File: src/design/q2e_isqrt.sv
// q2e_isqrt: pipelined restoring integer square root, one result bit per stage.
// No package dependency.
`timescale 1ns / 1ps
module q2e_isqrt #(
   parameter int IN_W = 30
) (
   input  logic                 clock,
   input  logic                 advance,
   input  logic [IN_W-1:0]      radicand,
   output logic [(IN_W+1)/2-1:0] root
);
   localparam int RW = (IN_W + 1) / 2;
   localparam int PW = 2 * RW;

   logic [PW-1:0] rem_ff [0:RW];
   logic [PW-1:0] res_ff [0:RW];

   always_ff @(posedge clock) begin
      if (advance) begin
         rem_ff[0] <= PW'(radicand);
         res_ff[0] <= '0;
      end
   end

   for (genvar i = 0; i < RW; i++) begin : g_bit
      localparam logic [PW-1:0] BIT = PW'(1) << (2 * (RW - 1 - i));
      always_ff @(posedge clock) begin
         if (advance) begin
            if (rem_ff[i] >= res_ff[i] + BIT) begin
               rem_ff[i+1] <= rem_ff[i] - (res_ff[i] + BIT);
               res_ff[i+1] <= (res_ff[i] >> 1) + BIT;
            end else begin
               rem_ff[i+1] <= rem_ff[i];
               res_ff[i+1] <= res_ff[i] >> 1;
            end
         end
      end
   end

   assign root = res_ff[RW][RW-1:0];
endmodule

File: config.mk
export PLATFORM = sky130hd
export DESIGN_NAME = q2e_isqrt
export DESIGN_NICKNAME = d
export VERILOG_FILES = /design/src/design/q2e_isqrt.sv
export SDC_FILE = /design/constraint.sdc
export NUM_CORES = 1
export LEC_CHECK = 0
export ABC_AREA = 1
export BUFFER_PORTS_ARGS = -buffer_cell sky130_fd_sc_hd__buf_2
export CAP_MARGIN = 10
export CORE_AREA = 2 2 268 270
export CTS_CLUSTER_DIAMETER = 150
export CTS_CLUSTER_SIZE = 8
export DETAILED_ROUTE_END_ITERATION = 8
export DIE_AREA = 0 0 270 272
export GPL_TIMING_DRIVEN = 0
export HOLD_SLACK_MARGIN = 0.03
export MAX_ROUTING_LAYER = met4
export PLACE_DENSITY = 0.59
export SYNTH_ARGS = -nofsm -noshare
export SYNTH_HDL_FRONTEND = slang
export SYNTH_SLANG_ARGS = --single-unit
File: constraint.sdc
create_clock -name clock -period 3.07 [get_ports clock]
set_input_delay 0.1535 -clock clock [delete_from_list [all_inputs] [get_ports clock]]
set_output_delay 0.1535 -clock clock [all_outputs]
set_load 0.01 [all_outputs]
After elaboration in Yosys (flattened, before gate mapping) --
Memory sizes are Yosys's and may differ from the RTL's. Cells that the tools add are included.
Cells by class: magnitude comparators 15, shift operators 0, $add $sub $neg 45, reductions and logical operators 0, bitwise operators 30, multiply operators 0, multiplexer cells 122, equality and inequality tests 0, divide/modulo/power cells 0
Operator list (number):
- two-way mux 30 bit | 30
- greater-or-equal comparator 30 bit | 15
- subtractor 30 bit | 15
- two-way mux 1 bit | 92
- adder 29 x 1 -> 30 bit (second input constant) | 1
- adder 29 x 11 -> 30 bit (second input constant) | 1
- adder 29 x 13 -> 30 bit (second input constant) | 1
- adder 29 x 15 -> 30 bit (second input constant) | 1
- adder 29 x 17 -> 30 bit (second input constant) | 1
- adder 29 x 19 -> 30 bit (second input constant) | 1
- adder 29 x 21 -> 30 bit (second input constant) | 1
- adder 29 x 23 -> 30 bit (second input constant) | 1
- adder 29 x 25 -> 30 bit (second input constant) | 1
- adder 29 x 27 -> 30 bit (second input constant) | 1
- adder 29 x 29 -> 30 bit (second input constant) | 1
- adder 29 x 3 -> 30 bit (second input constant) | 1
- adder 29 x 5 -> 30 bit (second input constant) | 1
- adder 29 x 7 -> 30 bit (second input constant) | 1
- adder 29 x 9 -> 30 bit (second input constant) | 1
- adder 30 x 1 -> 30 bit (second input constant) | 1
- adder 30 x 11 -> 30 bit (second input constant) | 1
- adder 30 x 13 -> 30 bit (second input constant) | 1
- adder 30 x 15 -> 30 bit (second input constant) | 1
- adder 30 x 17 -> 30 bit (second input constant) | 1
- other kinds (11) | 40
Storage, ports and cells: flip-flop bits (word level) 0, latch bits 0, ROM bits 0, memory bits (writable) 960, memories kept 2, input bits 32
Memories:
- rem_ff | depth 16, bits a word 30, read ports 15, clocked after Yosys merged registers in 0, write ports 16, RTL line 15 | logic [PW-1:0] rem_ff [0:RW];
- res_ff | depth 16, bits a word 30, read ports 16, clocked after Yosys merged registers in 0, write ports 16, RTL line 16 | logic [PW-1:0] res_ff [0:RW];

Longest topological paths before layout --
Gate-level depths: netlist of run 1.
depth in word-level cells 6, gate-level depth with buffers 15

Worst setup path after synthesis of run 1 --
OpenSTA, ideal clock, no wires.
path kind input port to flip-flop, from in advance, to mem rem_ff[5][0] in the netlist's numbering, enable pin, setup slack 0.982 ns, stages 3, arrival time 1.677 ns, cell sequence buf_4 > clkbuf_1 > clkbuf_1
RTL lines:
- start, declared | RTL line 8 | input logic advance,
- end, declared | RTL line 15

==> results of run 1 <==
## registers in the layout, indices dropped and copies added (netlist names)
signal	flops
rem_ff	450
res_ff	120
## synthesized netlist by cell type, drive strengths merged (34+ instances only)
master / count
nand3: 207
nand2: 1099
edfxtp: 570
a21oi: 77
o21ai: 93
nand4: 77
xnor2: 34
nor2: 389
inv: 636
xor2: 59
ha: 132
nor3: 46
## per-layer routing
metal / vias to the layer above / routed length, um
met5: - / 0
met4: 0 / 1610
met3: 122 / 3780
met2: 528 / 36000
met1: 10600 / 34400
li1: 11700 / -
## kinds of logic after synthesis
| family | after synthesis |
|---|---|
| adders and majority gates | 132 |
| xor gates and xnor gates | 93 |
| DFF | 570 |
| AOI/OAI and AO/OA | 192 |
| and+or+nand+nor | 1879 |
| buffers and inverters | 674 |
## area by class of cell
cell class | count | share of cell area, %
sequential | 570 | 48.3
multi-input combinational | 2296 | 32.8
inverter | 636 | 6.74
clock buffer | 81 | 5.71
tap | 950 | 3.35
timing repair buffer | 81 | 1.80
buffer | 38 | 0.734
clock inverter | 8 | 0.589
antenna | 1 | 0.00705
## power breakdown
| group | total [uW] | internal, uW | switching [uW] |
|---|---|---|---|
| registers | 10200 | 9590 | 608 |
| clock network | 8020 | 4710 | 3310 |
| logic | 4030 | 1380 | 2650 |
## worst max-delay path by stage
stage / from / end / slack, ns / cells after the start
after floorplan: advance / rem_ff[5][0] / 0.98 / 3
after global placement: advance / rem_ff[7][3] / -0.70 / 4
after detailed placement: advance / rem_ff[2][28] / 0.09 / 8
after CTS: rem_ff[5][36] / rem_ff[6][6] / 0.61 / 10
after global routing: res_ff[13][8] / rem_ff[7][18] / 0.38 / 11
final: rem_ff[5][36] / rem_ff[6][6] / 0.56 / 10
## per-stage QoR
stage	total power, uW	hold WS, ns
2_1_floorplan	13100	0.252
3_3_place_gp	14300	0.330
3_5_place_dp	14300	0.332
4_1_cts	22400	0.0607
5_1_grt	23400	0.102
6_report	22200	0.0778
## what timing repair did
action,CTS,global route
buffers inserted,0,0
hold endpoints to repair,30,0
endpoints found under the setup margin,0,0
hold buffers,30,0
==> impl_metrics.csv, run 1 <==
group,metric,value,unit
status,status,"completed",
power_and_ir_drop,p_leak,0.0161,uW
timing,drv_slew,0,
synthesis,synth_edf_count,570,
setup_path,critical-path-top-delay-family,"simple AND/OR/NAND/NOR gates",
worst_hold_path,min_path_type,"in2reg",
synthesis,synthTopCellsByArea,"edfxtp_1, nand2_1, inv_1",
synthesis,synth.avg_cell_area,8.87,sq um
worst_hold_path,holdPathStages,1,
finish,n_fill_cell,6655,
synthesis,synth_xor_area_share,2.59,%
synthesis,synth_area,31400,sq um
synthesis,synth_compound_area_share,3.66,%
cts,cts_buffer_depth,3,
timing,period_needed,2.51,ns
timing,relSlewSlack,38.4,%
finish,final_area,35500,sq um
die,ios,47,
global_routing,met1_usage,28.0,%
cts,clockRootBuffer,"clkbuf_16",
synthesis,synth_top_flop_cell,"edfxtp_1",
synthesis,synthArstFlopShare,0,%
timing,hold_violations,0,
setup_path,cp_slowest_cell,"edfxtp_1",
route,viasPerCell,4.93,
cts,clkSinkCount,570,
route,ant_nets,0,
cts,cts_tree,"built",
global_routing,grt_util_all_layers,21.4,%
setup_path,r2r-start,"rem_ff[5][36]",
timing,worst_slack,0.558,ns
route,wl_per_cell,16.3,um
global_routing,grt.overflow.total,0,
setup_path,cp-start-kind,"register",
synthesis,yosys.area_share.adder,5.26,%
synthesis,synth-simple-area-share,25.6,%
setup_path,r2r-end,"rem_ff[6][6]",
finish,instances_no_fill,4661,
setup_path,end_kind,"register",
synthesis,synth_cell_types,51,
global_routing,grt_use_met2,35.0,%
placement,port_buffers,46,
synthesis,synth_fp_nets,3704,
placement,place_ws,0.0917,ns
global_routing,first_global_vias,22000,
timing,max_freq,398,MHz
global_routing,grt_use_met3,2.93,%
worst_hold_path,hold_end,"rem_ff[0][15]",
route,initialDrtViolationCount,1708,
finish,area_growth,13.0,%
timing,setup_viol,0,
timing,final.setup.tns,0,ns
worst_hold_path,min_from,"advance",
finish,nNetsFinal,3868,
die,dieArea,73400,sq um
die,rows,98,
timing,fin_crit_sh,81.8,%
die,core_area,70800,sq um
synthesis,syn_inst,3540,
setup_path,crit_arrival,2.88,ns
setup_path,setup.worst_path.class,"reg2reg",
global_routing,grt_pass1_wl,119000,um
setup_path,path_buf_inv,3,
synthesis,ys_seq_area_share,54.5,%
die,start_util,44.4,%
finish,utilization,50.1,%
placement,post_dp_cell_area,32900,sq um
timing,rsz0062_at_grt,"false",
synthesis,synth_top_family_by_area,"simple AND/OR/NAND/NOR gates",
setup_path,rrSetupSlack,0.56,ns
cts,clock_latency,0.65,ns
setup_path,crit_chain,"inv_1 -> ha_1 -> nor2_2 -> nor2_2 -> o21ai_4 -> a21oi_4 -> buf_2 -> nand3_1 -> nand2_1 -> inv_1",
power_and_ir_drop,powerDensity,627,nW/um^2
setup_path,max_stage_delay,0.51,ns
route,drc_errors,0,
synthesis,synth_mux_area_share,0,%
cts,cts.clk_slew.worst_paths,0.05,ns
finish,layout_common_cells,"nand2_1, inv_1, edfxtp_1, nor2_1, nand3_1",
setup_path,crit_fanout,10,
global_routing,grt_max_degree,40,
route,vias,23000,
cts,cts-resized-gates,0,
finish,drive_above_1_share,8.03,%
global_routing,busiest_layer,"met2",
timing,finalClockSkew,0.0496,ns
finish,seq_area,17100,sq um
cts,cts_made_buffers,81,
die,die_h,272,um
finish,multi_input_area,11600,sq um
synthesis,synth.largest_area_cell,"edfxtp_1",
timing,worstMarginPinSlew,0.924,ns
placement,dpl.cell_count,4541,
power_and_ir_drop,ir_drop,0.415,mV
placement,dp_hpwl,58600,um
cts,htree_levels,3,
finish,layout_commonest_cell,"nand2_1",
global_routing,antenna_found_initial,0,
placement,place.gp.congestion,0.930,
synthesis,synth_seq_cells,570,
synthesis,yosys_warnings,0,
setup_path,crit_required,3.44,ns
route,wirelength,75800,um
setup_path,reg2regPathDepth,10,
die,die_w,270,um
synthesis,synth_top_area_share,54.5,%
route,first_pass_iters,5,
run,maxCapViolCount,0,
Note: power is estimated with default switching activity, not from simulation.
==> run 2: changes to the inputs <==
Clock period 3.07 ns to 2.6 ns, I/O delays scaled along.
==> run 2 against run 1 <==
Effect of this change:
- worst setup slack worse by 0.44 ns
- first-iteration DRC count down 1.6%
- maximum frequency up 1.2%
- non-clock buffer count unchanged
- core utilization about the same
- combinational power up 18%
- cell count unchanged
- highest routed layer unchanged
- critical path depth unchanged
- flip-flop and latch count unchanged
- power up 18%
==> impl_metrics.csv, run 2 (synthesized netlist as in run 1, its figures left out) <==
group,metric,value,unit
route,initialDrtViolationCount,1681,
setup_path,crit_required,2.97,ns
timing,hold_violations,0,
finish,area_growth,13.0,%
global_routing,grt_pass1_wl,119000,um
die,die_w,270,um
finish,seq_area,17100,sq um
cts,post-cts-setup-buffers,0,
finish,reg_top3,"rem_ff: 450 flops, res_ff: 120 flops",
global_routing,grt_util_all_layers,21.4,%
route,drc_errors,0,
placement,dpl.cell_count,4541,
finish,multi_input_area,11600,sq um
die,dieArea,73400,sq um
power_and_ir_drop,powerDensity,740,nW/um^2
route,vias,23000,
power_and_ir_drop,ir_drop,0.490,mV
power_and_ir_drop,combPwrFrac,18.1,%
setup_path,cp-start-kind,"register",
timing,worstMarginPinSlew,0.908,ns
finish,largest_register_ffs,450,
placement,place.gp.congestion,0.930,
global_routing,grt.overflow.total,0,
worst_hold_path,hold_end,"rem_ff[0][15]",
setup_path,r2r-start,"rem_ff[5][36]",
finish,final_area,35500,sq um
worst_hold_path,holdPathStages,1,
route,viasPerCell,4.93,
setup_path,r2r-end,"rem_ff[6][6]",
setup_path,end_kind,"register",
cts,clockRootBuffer,"clkbuf_16",
global_routing,antenna_found_initial,0,
global_routing,grt_max_degree,40,
finish,instances_no_fill,4661,
cts,cts_made_buffers,81,
worst_hold_path,min_from,"advance",
finish,drive_above_1_share,8.03,%
placement,dp_hpwl,58600,um
power_and_ir_drop,seqPwrFrac,45.8,%
finish,top_register,"rem_ff",
setup_path,crit_fanout,10,
timing,period_needed,2.48,ns
timing,rsz0062_at_grt,"false",
cts,clock_latency,0.65,ns
placement,place_ws,-0.355,ns
route,ant_nets,0,
placement,post_dp_cell_area,32900,sq um
power_and_ir_drop,switching_power,7750,uW
timing,setup_viol,0,
die,start_util,44.4,%
finish,nNetsFinal,3868,
power_and_ir_drop,p_sw_share,29.5,%
route,wirelength,75700,um
cts,clkSinkCount,570,
cts,cts_tree,"built",
timing,fin_crit_sh,95.4,%
die,rows,98,
global_routing,first_global_vias,22000,
setup_path,reg2regPathDepth,10,
setup_path,rrSetupSlack,0.12,ns
power_and_ir_drop,p_leak,0.0161,uW
timing,relSlewSlack,39.4,%
placement,port_buffers,46,
die,ios,47,
cts,cts_buffer_depth,3,
cts,htree_levels,3,
timing,worst_slack,0.119,ns
route,wl_per_cell,16.3,um
run,maxCapViolCount,0,
finish,utilization,50.1,%
finish,layout_commonest_cell,"nand2_1",
timing,max_freq,403,MHz
setup_path,setup.worst_path.class,"reg2reg",
finish,n_fill_cell,6656,
cts,cts.clk_slew.worst_paths,0.05,ns
worst_hold_path,min_path_type,"in2reg",
die,core_area,70800,sq um
setup_path,crit_arrival,2.85,ns
die,die_h,272,um
timing,finalClockSkew,0.0498,ns
power_and_ir_drop,p_int,18500,uW
power_and_ir_drop,p_clk_share,36.1,%
route,first_pass_iters,5,
status,status,"completed",
finish,layout_common_cells,"nand2_1, inv_1, edfxtp_1, nor2_1, nand3_1",
timing,drv_slew,0,
==> run 2: changes by cell type in the layout (fill, tap and decap cells not counted), sizes merged <==
cell,change
buf,-1
clkbuf,+1
==> run 2: routing by layer <==
metal / part of all wire [%] / vias to the layer above / GRT usage [%] / wire (um)
met5: 0 / - / - / 0
met4: 2.1 / 0 / 5.73 / 1610
met3: 4.9 / 124 / 2.93 / 3730
met2: 48 / 525 / 35.0 / 36100
met1: 45 / 10600 / 28.0 / 34300
li1: - / 11700 / - / -
==> run 2: worst max-delay path, cell delays in order, from the launching register on <==
cell and delay (ns):
edfxtp_1 0.51, inv_1 0.16, ha_1 0.30, nor2_2 0.08, nor2_2 0.22, o21ai_4 0.13, a21oi_4 0.28, clkbuf_4 0.28
nand3_1 0.10, nand2_1 0.12, inv_1 0.05
==> run 2: worst max-delay path by stage <==
stage                        startpoint             to  slack (ns)  depth (start not counted)
after floorplan                 advance   rem_ff[5][0]        0.54                          3
after global placement          advance   rem_ff[7][3]       -1.15                          4
after detailed placement        advance  rem_ff[2][28]       -0.35                          8
after CTS                 rem_ff[5][36]   rem_ff[6][6]        0.14                         10
after global routing      res_ff[11][8]   rem_ff[6][6]       0.007                         13
final                     rem_ff[5][36]   rem_ff[6][6]        0.12                         10
==> run 2: final cells by class <==
cell class	instances	area share, %
multi-input cells	2296	32.8
clock inverters	8	0.589
inverters	636	6.74
diodes	1	0.00705
plain buffers	38	0.741
repair buffers	81	1.80
clock buffers	81	5.71
well taps	950	3.35
flip-flops and latches	570	48.2
==> run 2: timing repair <==
action | 4_1_cts | 5_1_grt
endpoints found under the hold margin | 30 | 0
gates resized for setup | 0 | 2
setup endpoints to repair | 0 | 2
hold buffers | 30 | 0
==> run 2: through the flow <==
stage / total power, uW / setup TNS [ns] / hold slack [ns]
after global routing: 27600 / 0 / 0.0784
after detailed placement: 16900 / -44.81 / 0.308
final: 26300 / 0 / 0.0545
after CTS: 26500 / 0 / 0.0372
after global placement: 16900 / -466.48 / 0.306
after floorplan: 15400 / 0 / 0.229
==> run 2: power by group through the flow <==
stage          clock (uW)  combinational, uW  sequential [uW]
4_1_cts              9700               4760            12000
6_report             9470               4750            12000
3_3_place_gp            0               4630            12200
3_5_place_dp            0               4700            12200
2_1_floorplan           0               3590            11900
5_1_grt             10000               5480            12100
